**config.mk**
```make
export PLATFORM = sky130hd
export DESIGN_NAME = battery_soc_from_voltage
export DESIGN_NICKNAME = d
export VERILOG_FILES = /design/src/design/bsoc_pkg.sv /design/src/design/bsoc_front.sv /design/src/design/bsoc_queue.sv /design/src/design/bsoc_back.sv /design/src/design/battery_soc_from_voltage.sv
export SDC_FILE = /design/constraint.sdc
export NUM_CORES = 1
export LEC_CHECK = 0
export BUFFER_PORTS_ARGS = -buffer_cell sky130_fd_sc_hd__buf_2
export CAP_MARGIN = 0
export CELL_PAD_IN_SITES_DETAIL_PLACEMENT = 0
export CELL_PAD_IN_SITES_GLOBAL_PLACEMENT = 1
export CORE_MARGIN = 5
export CORE_UTILIZATION = 49
export CTS_CLUSTER_SIZE = 12
export DETAILED_ROUTE_END_ITERATION = 16
export PLACE_DENSITY = 0.83
export SYNTH_ARGS = -nofsm -noshare
export SYNTH_HDL_FRONTEND = slang
export SYNTH_SLANG_ARGS = --single-unit
```
**constraint.sdc**
```tcl
create_clock -name clk_i -period 15.93 [get_ports clk_i]
set_clock_uncertainty 0.2 [all_clocks]
set_input_delay 1.593 -clock clk_i [delete_from_list [all_inputs] [get_ports clk_i]]
set_output_delay 1.593 -clock clk_i [all_outputs]
set_load 0.01 [all_outputs]
```
**src/design/bsoc_pkg.sv**
```systemverilog
// ----------------------------------------------------------------------------
// bsoc_pkg
// Shared types, widths and the voltage-to-percent curve for the battery
// state of charge block.
// ----------------------------------------------------------------------------
package bsoc_pkg;

  localparam int unsigned SAMPLE_W     = 16;
  localparam int unsigned LEVEL_W      = 4;
  localparam int unsigned THR_W        = 4;
  localparam int unsigned PCT_W        = 7;
  localparam int unsigned MV_W         = 14;
  localparam int unsigned TABLE_POINTS = 21;
  localparam int unsigned SEG_W        = $clog2(TABLE_POINTS);
  localparam int unsigned DELTA_W      = 10;
  localparam int unsigned MAX_STEP     = 5;
  localparam int unsigned STEP_W       = $clog2(MAX_STEP + 1);
  localparam int unsigned NUM_W        = 14;
  localparam int unsigned QUEUE_DEPTH  = 2;

  localparam logic [THR_W-1:0] LOW_THR_RESET = THR_W'(1);
  localparam logic [PCT_W-1:0] PCT_FULL      = PCT_W'(100);

  localparam logic [MV_W-1:0] CURVE_MV [TABLE_POINTS] = '{
    14'd6000, 14'd6540, 14'd7220, 14'd7380, 14'd7420, 14'd7460, 14'd7500,
    14'd7540, 14'd7580, 14'd7600, 14'd7640, 14'd7700, 14'd7740, 14'd7820,
    14'd7900, 14'd7960, 14'd8040, 14'd8160, 14'd8220, 14'd8300, 14'd8400
  };

  localparam logic [PCT_W-1:0] CURVE_PCT [TABLE_POINTS] = '{
    7'd0,  7'd5,  7'd10, 7'd15, 7'd20, 7'd25, 7'd30, 7'd35, 7'd40, 7'd45,
    7'd50, 7'd55, 7'd60, 7'd65, 7'd70, 7'd75, 7'd80, 7'd85, 7'd90, 7'd95,
    7'd100
  };

  typedef enum logic [1:0] {
    CLS_ZERO,
    CLS_INTERP,
    CLS_FULL
  } cls_e;

  typedef enum logic {
    STATUS_OK      = 1'b0,
    STATUS_INVALID = 1'b1
  } status_e;

  typedef struct packed {
    cls_e               cls;
    logic [SEG_W-1:0]   seg_lo;
    logic [DELTA_W-1:0] delta;
    logic               low_flag;
    status_e            status;
  } bsoc_item_t;

endpackage

```
**src/design/bsoc_front.sv**
```systemverilog
// ----------------------------------------------------------------------------
// bsoc_front
// Accepts readings, scales the sample to pack voltage, finds the curve
// segment and pushes a classified beat into the queue. Holds the threshold.
// ----------------------------------------------------------------------------
module bsoc_front #(
  parameter int unsigned DIVIDER_RATIO = 4,
  parameter int unsigned CURVE_POINTS  = 21
) (
  input  logic                          clk_i,
  input  logic                          rst_ni,
  input  logic                          cfg_we_i,
  input  logic [bsoc_pkg::THR_W-1:0]    cfg_wdata_i,
  input  logic                          in_valid_i,
  output logic                          in_stall_o,
  input  logic                          reading_valid_i,
  input  logic [bsoc_pkg::LEVEL_W-1:0]  battery_level_i,
  input  logic [bsoc_pkg::SAMPLE_W-1:0] sample_millivolts_i,
  input  logic                          full_i,
  output logic                          push_o,
  output bsoc_pkg::bsoc_item_t          item_o
);
  import bsoc_pkg::*;

  localparam int unsigned PACK_W  = $clog2(((2 ** SAMPLE_W) - 1) * DIVIDER_RATIO + 1);
  localparam int unsigned NUM_PTS = (CURVE_POINTS > TABLE_POINTS) ? TABLE_POINTS :
                                    (CURVE_POINTS < 2) ? 2 : CURVE_POINTS;

  logic [THR_W-1:0]   thr_q;
  logic [PACK_W-1:0]  pack;
  logic [NUM_PTS-1:0] hit;
  logic [SEG_W-1:0]   seg_lo;
  logic               found;

  always_ff @(posedge clk_i or negedge rst_ni) begin
    if (!rst_ni) begin
      thr_q <= LOW_THR_RESET;
    end else if (cfg_we_i) begin
      thr_q <= cfg_wdata_i;
    end
  end

  always_comb begin
    pack = PACK_W'(sample_millivolts_i) * PACK_W'(DIVIDER_RATIO);
    for (int i = 0; i < NUM_PTS; i++) begin
      hit[i] = (pack <= PACK_W'(CURVE_MV[i]));
    end
    seg_lo = '0;
    found  = 1'b0;
    for (int i = NUM_PTS - 1; i >= 1; i--) begin
      if (hit[i]) begin
        seg_lo = SEG_W'(i - 1);
        found  = 1'b1;
      end
    end
  end

  always_comb begin
    if (hit[0]) begin
      item_o.cls = CLS_ZERO;
    end else if (found) begin
      item_o.cls = CLS_INTERP;
    end else begin
      item_o.cls = CLS_FULL;
    end
    item_o.seg_lo   = seg_lo;
    item_o.delta    = DELTA_W'(pack - PACK_W'(CURVE_MV[seg_lo]));
    item_o.low_flag = reading_valid_i && (battery_level_i <= thr_q);
    item_o.status   = reading_valid_i ? STATUS_OK : STATUS_INVALID;
  end

  assign in_stall_o = full_i;
  assign push_o     = in_valid_i && !full_i;

endmodule

```
**src/design/bsoc_queue.sv**
```systemverilog
// ----------------------------------------------------------------------------
// bsoc_queue
// Short queue of classified beats between the front and the back.
// ----------------------------------------------------------------------------
module bsoc_queue (
  input  logic                 clk_i,
  input  logic                 rst_ni,
  input  logic                 push_i,
  input  bsoc_pkg::bsoc_item_t push_item_i,
  output logic                 full_o,
  input  logic                 pop_i,
  output logic                 head_valid_o,
  output bsoc_pkg::bsoc_item_t head_item_o
);
  import bsoc_pkg::*;

  localparam int unsigned PTR_W = (QUEUE_DEPTH > 1) ? $clog2(QUEUE_DEPTH) : 1;
  localparam int unsigned CNT_W = $clog2(QUEUE_DEPTH + 1);

  bsoc_item_t       entry_q [QUEUE_DEPTH];
  logic [PTR_W-1:0] wr_ptr_q, wr_ptr_d;
  logic [PTR_W-1:0] rd_ptr_q, rd_ptr_d;
  logic [CNT_W-1:0] count_q, count_d;

  always_comb begin
    wr_ptr_d = wr_ptr_q;
    rd_ptr_d = rd_ptr_q;
    count_d  = count_q;
    if (push_i) begin
      wr_ptr_d = (wr_ptr_q == PTR_W'(QUEUE_DEPTH - 1)) ? '0 : wr_ptr_q + 1'b1;
    end
    if (pop_i) begin
      rd_ptr_d = (rd_ptr_q == PTR_W'(QUEUE_DEPTH - 1)) ? '0 : rd_ptr_q + 1'b1;
    end
    if (push_i && !pop_i) begin
      count_d = count_q + 1'b1;
    end else if (pop_i && !push_i) begin
      count_d = count_q - 1'b1;
    end
  end

  always_ff @(posedge clk_i or negedge rst_ni) begin
    if (!rst_ni) begin
      wr_ptr_q <= '0;
      rd_ptr_q <= '0;
      count_q  <= '0;
    end else begin
      wr_ptr_q <= wr_ptr_d;
      rd_ptr_q <= rd_ptr_d;
      count_q  <= count_d;
    end
  end

  always_ff @(posedge clk_i) begin
    if (push_i) begin
      entry_q[wr_ptr_q] <= push_item_i;
    end
  end

  assign full_o       = (count_q == CNT_W'(QUEUE_DEPTH));
  assign head_valid_o = (count_q != '0);
  assign head_item_o  = entry_q[rd_ptr_q];

  a_count_bound: assert property (@(posedge clk_i) disable iff (!rst_ni)
    count_q <= CNT_W'(QUEUE_DEPTH))
    else $error("queue count above depth");

  a_push_grows: assert property (@(posedge clk_i) disable iff (!rst_ni)
    (push_i && !pop_i) |=> (count_q == $past(count_q) + 1'b1))
    else $error("push without pop did not grow the queue");

  a_no_pop_empty: assert property (@(posedge clk_i) disable iff (!rst_ni)
    (count_q == '0) |-> !pop_i)
    else $error("pop from empty queue");

endmodule

```
**src/design/bsoc_back.sv**
```systemverilog
// ----------------------------------------------------------------------------
// bsoc_back
// Interpolates within the chosen segment, rounds half up and holds the
// result beat in the output register.
// ----------------------------------------------------------------------------
module bsoc_back (
  input  logic                       clk_i,
  input  logic                       rst_ni,
  input  logic                       head_valid_i,
  input  bsoc_pkg::bsoc_item_t       head_item_i,
  output logic                       pop_o,
  output logic                       out_valid_o,
  input  logic                       out_stall_i,
  output logic [bsoc_pkg::PCT_W-1:0] charge_percent_o,
  output logic                       low_flag_o,
  output logic                       status_code_o
);
  import bsoc_pkg::*;

  logic              out_valid_q;
  logic [PCT_W-1:0]  pct_q, pct_d;
  logic              low_q;
  logic              status_q;
  logic              load;
  logic [SEG_W-1:0]  seg_hi;
  logic [MV_W-1:0]   span;
  logic [PCT_W-1:0]  lo_p;
  logic [PCT_W-1:0]  hi_p;
  logic [STEP_W-1:0] span_p;
  logic [NUM_W-1:0]  num;
  logic [STEP_W-1:0] quot;

  always_comb begin
    seg_hi = head_item_i.seg_lo + 1'b1;
    span   = CURVE_MV[seg_hi] - CURVE_MV[head_item_i.seg_lo];
    lo_p   = CURVE_PCT[head_item_i.seg_lo];
    hi_p   = CURVE_PCT[seg_hi];
    span_p = (hi_p >= lo_p) ? STEP_W'(hi_p - lo_p) : '0;
    num    = NUM_W'(head_item_i.delta) * NUM_W'(span_p) + NUM_W'(span >> 1);
    quot   = '0;
    for (int k = 1; k <= MAX_STEP; k++) begin
      if (num >= NUM_W'(k) * NUM_W'(span)) begin
        quot = quot + 1'b1;
      end
    end
    case (head_item_i.cls)
      CLS_ZERO:   pct_d = CURVE_PCT[0];
      CLS_FULL:   pct_d = PCT_FULL;
      CLS_INTERP: pct_d = (span == '0) ? lo_p : lo_p + PCT_W'(quot);
      default:    pct_d = PCT_FULL;
    endcase
  end

  assign load  = !out_valid_q || !out_stall_i;
  assign pop_o = head_valid_i && load;

  always_ff @(posedge clk_i or negedge rst_ni) begin
    if (!rst_ni) begin
      out_valid_q <= 1'b0;
    end else if (load) begin
      out_valid_q <= head_valid_i;
    end
  end

  always_ff @(posedge clk_i) begin
    if (pop_o) begin
      pct_q    <= pct_d;
      low_q    <= head_item_i.low_flag;
      status_q <= head_item_i.status;
    end
  end

  assign out_valid_o      = out_valid_q;
  assign charge_percent_o = pct_q;
  assign low_flag_o       = low_q;
  assign status_code_o    = status_q;

endmodule

```
**src/design/battery_soc_from_voltage.sv**
```systemverilog
// ----------------------------------------------------------------------------
// battery_soc_from_voltage
// Battery state of charge from a divided-down voltage sample.
// ----------------------------------------------------------------------------
// Takes one reading per clock while in_stall_o is low and gives one result
// beat per reading. The sample is scaled by DIVIDER_RATIO to pack voltage,
// placed on a 21-point voltage-to-percent curve and interpolated with
// half-up rounding; the low flag compares the level with the threshold
// register (reset value 1). Throughput is one beat per cycle while neither
// side stalls. The accepting edge writes a result into the two-entry queue
// and the output register loads it once it is at the queue head and the
// output is not stalled. Three readings can be held inside while the output
// is stalled. A threshold write applies to readings accepted after it.
module battery_soc_from_voltage #(
  parameter int unsigned DIVIDER_RATIO = 4,
  parameter int unsigned CURVE_POINTS  = 21
) (
  input  logic                          clk_i,
  input  logic                          rst_ni,
  input  logic                          cfg_we_i,
  input  logic [bsoc_pkg::THR_W-1:0]    cfg_wdata_i,
  input  logic                          in_valid_i,
  output logic                          in_stall_o,
  input  logic                          reading_valid_i,
  input  logic [bsoc_pkg::LEVEL_W-1:0]  battery_level_i,
  input  logic [bsoc_pkg::SAMPLE_W-1:0] sample_millivolts_i,
  output logic                          out_valid_o,
  input  logic                          out_stall_i,
  output logic [bsoc_pkg::PCT_W-1:0]    charge_percent_o,
  output logic                          low_flag_o,
  output logic                          status_code_o
);
  import bsoc_pkg::*;

  logic       push;
  logic       full;
  logic       pop;
  logic       head_valid;
  bsoc_item_t push_item;
  bsoc_item_t head_item;

  bsoc_front #(
    .DIVIDER_RATIO (DIVIDER_RATIO),
    .CURVE_POINTS  (CURVE_POINTS)
  ) u_front (
    .clk_i               (clk_i),
    .rst_ni              (rst_ni),
    .cfg_we_i            (cfg_we_i),
    .cfg_wdata_i         (cfg_wdata_i),
    .in_valid_i          (in_valid_i),
    .in_stall_o          (in_stall_o),
    .reading_valid_i     (reading_valid_i),
    .battery_level_i     (battery_level_i),
    .sample_millivolts_i (sample_millivolts_i),
    .full_i              (full),
    .push_o              (push),
    .item_o              (push_item)
  );

  bsoc_queue u_queue (
    .clk_i        (clk_i),
    .rst_ni       (rst_ni),
    .push_i       (push),
    .push_item_i  (push_item),
    .full_o       (full),
    .pop_i        (pop),
    .head_valid_o (head_valid),
    .head_item_o  (head_item)
  );

  bsoc_back u_back (
    .clk_i            (clk_i),
    .rst_ni           (rst_ni),
    .head_valid_i     (head_valid),
    .head_item_i      (head_item),
    .pop_o            (pop),
    .out_valid_o      (out_valid_o),
    .out_stall_i      (out_stall_i),
    .charge_percent_o (charge_percent_o),
    .low_flag_o       (low_flag_o),
    .status_code_o    (status_code_o)
  );

endmodule

```
-- Word-level counts from Yosys, hierarchy flattened
Memories as Yosys holds them, arrays and structs flattened.
Cells that the tools add are included.
- order comparisons: 31
- bitwise gates (word level): 3
- equality and inequality tests: 2
- muxes and demuxes: 67
- reduce and logical (&&, ||, !) cells: 15
- add/subtract/negate cells: 14
- $mul: 3
- operator list (cell ; number):
    less-or-equal comparator 18 x 13 -> 1 bit, second input constant ; 18
    two-way mux 5 bit ; 20
    greater-or-equal comparator 14 bit ; 5
    two-way mux 14 bit ; 4
    less-or-equal comparator 18 x 14 -> 1 bit, second input constant ; 3
    two-way mux 7 bit ; 5
    two-way mux 1 bit ; 26
    two-way mux 10 bit ; 2
    greater-or-equal comparator 6 bit, second input constant ; 3
    NOT 5 -> 6 bit ; 3
    two-way mux 3 bit ; 5
    adder 13 x 13 -> 14 bit ; 1
    logical NOT 14 bit ; 1
    multiplier 2 x 14 -> 14 bit, first input constant ; 1
    multiplier 3 x 14 -> 14 bit, first input constant ; 1
    one-hot mux 7 bit (2 select lines) ; 1
    subtractor 14 bit ; 1
    multiplier 10 x 3 -> 13 bit ; 1
    adder 3 x 1 -> 3 bit, second input constant ; 4
    subtractor 10 bit ; 1
    two-way mux 2 bit ; 4
    adder 7 x 3 -> 7 bit ; 1
    greater-or-equal comparator 7 bit ; 1
    adder 5 x 1 -> 5 bit, second input constant ; 1
    other kinds (12) ; 22
- word-level logic and storage cells: 149
- input bits: 30
- RAM bits: 38
- flip-flop bits (word level): 18
- memories: 6
- ROM bits: 1792
- memory list (name ; depth ; bits a word ; rd ports ; clocked after memory_dff ; wr ports ; RTL line ; source):
    (no name shown) ; 32 ; 14 ; 1 ; 0 ; 0 ; bsoc_back.sv:35 ; span = CURVE_MV[seg_hi] - CURVE_MV[head_item_i.seg_lo];
    (no name shown) ; 32 ; 14 ; 1 ; 0 ; 0 ; bsoc_back.sv:35 ;
    (no name shown) ; 32 ; 14 ; 1 ; 0 ; 0 ; bsoc_front.sv:67 ; item_o.delta = DELTA_W'(pack - PACK_W'(CURVE_MV[seg_lo]));
    (no name shown) ; 32 ; 7 ; 1 ; 0 ; 0 ; bsoc_back.sv:37 ; hi_p = CURVE_PCT[seg_hi];
    (no name shown) ; 32 ; 7 ; 1 ; 0 ; 0 ; bsoc_back.sv:36 ; lo_p = CURVE_PCT[head_item_i.seg_lo];
    u_queue.entry_q ; 2 ; 19 ; 1 ; 0 ; 1 ; bsoc_queue.sv:20 ; bsoc_item_t entry_q [QUEUE_DEPTH];

-- Logic depth before layout (Yosys ltp)
- word-level depth: 26
- depth in mapped cells: 54

-- Cells and area by module
From an unflattened synthesis, not the netlist that was laid out.
- cells, all modules: 1108
- area, all modules: 9527.9 um2
- by module, submodules not included (module ; cells an instance ; area each (um2) ; seq. area each (um2) ; instances):
    bsoc_back ; 761 ; 6020.8 ; 295.3 ; 1
    bsoc_front ; 272 ; 1866.8 ; 101.3 ; 1
    bsoc_queue ; 75 ; 1640.3 ; 1241.2 ; 1

-- Worst setup path after synthesis
Ideal clock, no wire load.
- kind: flip-flop to flip-flop
- start: reg u_queue.rd_ptr_q
- end: reg u_back.pct_q[6] (netlist: u_back.charge_percent_o[6]), data pin
- clock period less this slack: 11.021 ns
- path slack: 4.909 ns
- data arrival time: 10.551 ns
- path buffers: 3
- required time: 15.460 ns
- stages on the path, launching flop included: 51
- cell sequence: dfrtp_1 buf_2 mux2i_2 inv_1 ha_1 inv_1 ha_1 clkbuf_1 inv_1 ha_1 a21oi_1 ha_1 clkbuf_1 o21ai_0 nand2b_1 a21oi_1 a21boi_1 o21ai_0 [... 15 more ...] ha_1 nand3_1 nor4_1 a211o_1 a31oi_1 ha_1 xor2_1 ha_1 mux2_2 ha_1 mux2i_1 fa_1 nor2b_1 o21ai_0 or2_2 nor3_1 xor2_1 o21ai_0
- word-level cells in the longest chain between the ends: 23
- elaborated cells on any way between the ends: 44
- those cells by class: add/sub: 9; mul: 3; order compare: 6; eq/ne: 1; mux: 16; bitwise: 2; reduce/logical: 2; memory: 5
- RTL lines (what ; RTL line ; source):
    from (decl) ; bsoc_queue.sv:22 ; logic [PTR_W-1:0] rd_ptr_q, rd_ptr_d;
    from (signal assigned) ; bsoc_queue.sv:49 ; rd_ptr_q <= rd_ptr_d;
    memory (2 x 19 bit) (*) ; -- ;
    adder 5 x 1 -> 5 bit ; bsoc_back.sv:34 ; seg_hi = head_item_i.seg_lo + 1'b1;
    NOT 5 -> 6 bit (implied by the code) ; bsoc_back.sv:35, bsoc_back.sv:37 ;
    memory (32 x 7 bit) ; -- ;
    two-way mux 7 bit (implied by the code) (2 in a row) ; bsoc_back.sv:37 ;
    greater-or-equal comparator 7 bit / subtractor 3 bit (equally long branches) ; bsoc_back.sv:38 ; span_p = (hi_p >= lo_p) ? STEP_W'(hi_p - lo_p) : '0;
    two-way mux 3 bit ; bsoc_back.sv:38 ;
    multiplier 10 x 3 -> 13 bit ; bsoc_back.sv:39 ; num = NUM_W'(head_item_i.delta) * NUM_W'(span_p) + NUM_W'(span >> 1);
    [... 7 more ...] ; -- ;
    adder 3 x 1 -> 3 bit ; bsoc_back.sv:43 ; quot = quot + 1'b1;
    two-way mux 3 bit ; bsoc_back.sv:42 ; if (num >= NUM_W'(k) * NUM_W'(span)) begin
    adder 3 x 1 -> 3 bit ; bsoc_back.sv:43 ;
    two-way mux 3 bit ; bsoc_back.sv:42 ;
    adder 7 x 3 -> 7 bit ; bsoc_back.sv:49 ; CLS_INTERP: pct_d = (span == '0) ? lo_p : lo_p + PCT_W'(quot);
    two-way mux 7 bit ; bsoc_back.sv:49 ;
    one-hot mux 7 bit (2 select lines) (*) ; bsoc_back.sv:46 ; case (head_item_i.cls)
    via u_back.pct_d[6] ; bsoc_back.sv:21 ; logic [PCT_W-1:0] pct_q, pct_d;
    to (signal assigned) ; bsoc_back.sv:67 ; pct_q <= pct_d;
    to (decl) ; bsoc_back.sv:21 ;
Mark *: on every way through the listed nets, which the timed path passes. The rest lies on a longest branch. The select of a mux whose other input is x is not followed.
A chain may end at the register's enable or synchronous reset.

-- Final worst setup path
Same ends and word-level chain as after synthesis.

==> flow_metrics.env <==
export IMPL_dp_hpwl_mm=15.9
export IMPL_cts_tree="yes"
export IMPL_finish_instance_area_um2=9040
export IMPL_port_buffers=40
export IMPL_worst_pin_slew_ns=0.957
export IMPL_rows=48
export IMPL_drive_gt1_frac=0.0919
export IMPL_initial_core_util=0.495
export IMPL_rsz0062_at_grt="no"
export IMPL_placed_area_um2=8890
export IMPL_async_flop_share=0.173
export IMPL_path_buf_inv=6
export IMPL_place_congestion=0.931
export IMPL_cts_root_buf="clkbuf_16"
export IMPL_wl_per_cell_um=15.8
export IMPL_place_inst=1240
export IMPL_crit_path_frequent_cell="ha_1"
export IMPL_met3RoutedLength_um=671
export IMPL_routed_wl_mm=19.7
export IMPL_syn_inst=1001
export IMPL_grt_pass1_vias=6925
export IMPL_grt_max_degree=26
export IMPL_cts_resized=0
export IMPL_crit_required_ns=15.75
export IMPL_synthTopCellsByArea="ha_1 23%, edfxtp_1 15%, fa_1 5.0%"
export IMPL_slowest_delay_ns=0.74
export IMPL_cp_top_family="adder cells"
export IMPL_multi_input_comb_area_um2=6450
export IMPL_io_pins=41
export IMPL_vias=7214
export IMPL_gr_usage_all_layers=0.198
export IMPL_final_nets=1230
export IMPL_ys_ff_latch=52
export IMPL_routed_top_layer="met4"
export IMPL_die_w_um=142
export IMPL_final_cells=1248
export IMPL_period_share=0.800
export IMPL_utilization=0.528
export IMPL_antenna_found_initial=0
export IMPL_via_per_inst=5.78
export IMPL_end_kind="flip-flop"
export IMPL_crit_fanout=25
export IMPL_fmax_ghz=0.0785
export IMPL_finalSetupViolCount=0
export IMPL_synth_edff_count=43
export IMPL_holdCritPathClass="reg -> reg"
export IMPL_wl_met2_mm=9.59
export IMPL_diodes=0
export IMPL_grt_overflow_total=0
export IMPL_seq_area_frac_synth=0.179
export IMPL_synth_cell_type_count=81
export IMPL_crit_type="reg -> reg"
export IMPL_cts_hold_repair_buffers=0
export IMPL_finalCriticalPeriod_ns=12.74
export IMPL_maxCapViolCount=0
export IMPL_clock_sinks=52
export IMPL_area_delta_synth_final_pct=6.63
export IMPL_nFillCells=1616
export IMPL_seqCellArea_um2=1520
export IMPL_synth_nets=1209
export IMPL_clkTransAtPathRegs_ns=0.06
export IMPL_cts_htree_levels=2
export IMPL_dr_pass1_iters=5
export IMPL_postCtsSetupRepairBufs=0
export IMPL_grt_pass1_wl_mm=33.6
export IMPL_die_y_um=142
export IMPL_ant_nets=0
export IMPL_syn_cell_area_um2=8480
export IMPL_crit_arrival_ns=12.56
export IMPL_avgSynthCellArea_um2=8.47
export IMPL_core_area_um2=17100
export IMPL_synth_top_cell_by_area="ha_1"
export IMPL_yosys_area_top_type_share=0.232
export IMPL_synth_ff_type="edfxtp_1"
export IMPL_die_area_um2=20000
export IMPL_crit_slowest_cell="mux2i_2"
export IMPL_met1Wirelength_mm=9.10
export IMPL_max_slew_margin=0.360
export IMPL_timing_final_hold_violations=0
export IMPL_clkLatencyLatePin_ns=0.29
export IMPL_status="finished clean"
export IMPL_clockBufferDepth=2
export IMPL_drtIter0Drc=599
export IMPL_numCtsBuffers=5
export IMPL_drc=0
export IMPL_setup_tns_ns=0
export IMPL_slew_viol_final=0
export IMPL_startpoint_type="flip-flop"
export IMPL_ys_warn_count=0
## placed cells by master (no fill, tap or decap), types with 6 or more instances in the layout
cell type / Yosys / final
nor2b_1: 14 / 14
nor3_1: 33 / 33
nor2_1: 74 / 74
nand4_1: 8 / 8
xnor2_1: 42 / 42
mux2i_1: 19 / 18
ha_1: 157 / 157
o22ai_1: 7 / 7
a21o_1: 17 / 17
mux2_2: 10 / 10
or3_1: 6 / 6
buf_2: 7 / 40
inv_1: 96 / 96
a21oi_1: 76 / 76
a211oi_1: 13 / 13
a211o_1: 7 / 7
nand2b_1: 10 / 10
o21a_1: 7 / 7
xor2_1: 22 / 22
a31oi_1: 17 / 17
buf_4: 1 / 11
nand3_1: 12 / 12
nor4_1: 7 / 7
fa_1: 21 / 21
o21ai_0: 61 / 61
o21bai_1: 12 / 12
nand2_1: 58 / 58
edfxtp_1: 43 / 43
or2_2: 6 / 6
dfrtp_1: 8 / 8
## cell type report
class | instances | share of cell area
clock buffer | 6 | 0.0143
clock inverter | 2 | 0.00180
inverter | 97 | 0.0403
multi-input combinational | 815 | 0.713
sequential | 52 | 0.168
tap | 225 | 0.0311
timing repair buffer | 51 | 0.0313
## metal layers
layer / GRT usage / vias to the layer above
li1: - / 3687
met1: 0.274 / 3332
met2: 0.343 / 173
met3: 0.0108 / 22
met4: 0.0455 / 0
met5: 0 / -
## path summary, 6_finish.rpt
path                                                         to                      startpoint  slack, ns  cells after the start
max                        u_back.charge_percent_o[6]$_DFFE_PP_    u_queue.rd_ptr_q$_DFFE_PN0P_       3.19                     49
min                              u_back.out_valid_o$_DFFE_PN0N_  u_back.out_valid_o$_DFFE_PN0N_       0.29                      2
max reg2reg                u_back.charge_percent_o[6]$_DFFE_PP_    u_queue.rd_ptr_q$_DFFE_PN0P_       3.19                     49
min reg2reg                      u_back.out_valid_o$_DFFE_PN0N_  u_back.out_valid_o$_DFFE_PN0N_       0.29                      2
max in group asynchronous          u_front.thr_q[0]$_DFFE_PN1P_                          rst_ni      14.33                      1
min in group asynchronous        u_queue.count_q[1]$_DFFE_PN0P_                          rst_ni       0.95                      1
## metrics by stage
step	setup slack, ns	hold slack (ns)
global route	2.16	0.314
global placement	3.46	0.267
CTS	3.12	0.292
floorplan	4.91	0.261
detailed placement	3.18	0.277
finish	3.19	0.289
## Yosys cell counts (all sizes together), types with 8 or more instances
library cell	instances
mux2	10
nor3	33
fa	21
nand3	12
a211oi	14
a21o	17
nor2	74
edfxtp	43
xnor2	42
nand2b	10
inv	97
nand4	8
nand2	58
buf	11
a31oi	17
o21bai	12
mux2i	21
nor2b	14
o21ai	62
xor2	22
a21oi	76
or3	8
clkbuf	26
ha	157
dfrtp	8
## state kept, by name, summed over array words and instances (netlist names)
register	count
u_back.out_valid_o	1
u_queue.count_q	2
u_back.charge_percent_o	7
u_back.low_flag_o	1
u_queue.wr_ptr_q	1
u_queue.entry_q	34
u_queue.rd_ptr_q	1
u_back.status_code_o	1
u_front.thr_q	4
## cells by family (layout without fill, tap and decap cells)
family / Yosys count / count (layout) / synth area share
AO/OA/AOI/OAI: 280 / 280 / 0.216
XOR/XNOR: 64 / 64 / 0.0661
adder cells (fa/ha/maj): 181 / 181 / 0.285
buffers and inverters: 134 / 156 / 0.0608
flip-flops: 52 / 52 / 0.179
multiplexers: 31 / 31 / 0.0390
AND/OR/NAND/NOR: 259 / 259 / 0.154
## worst register-to-register path: cells and delay by family, from the launching register on
kind                       cells  cell delay (ns)
buffers and inverters          6             1.41
and+or+nand+nor                7             1.30
adders and majority gates     12             4.54
muxes                          3             1.12
AOI/OAI and AO/OA             18             2.58
DFF                            1             0.61
xor gates and xnor gates       3             0.69
Power is not shown: default switching activity piles up to over one toggle a cycle in this logic, so the estimate is an artifact.
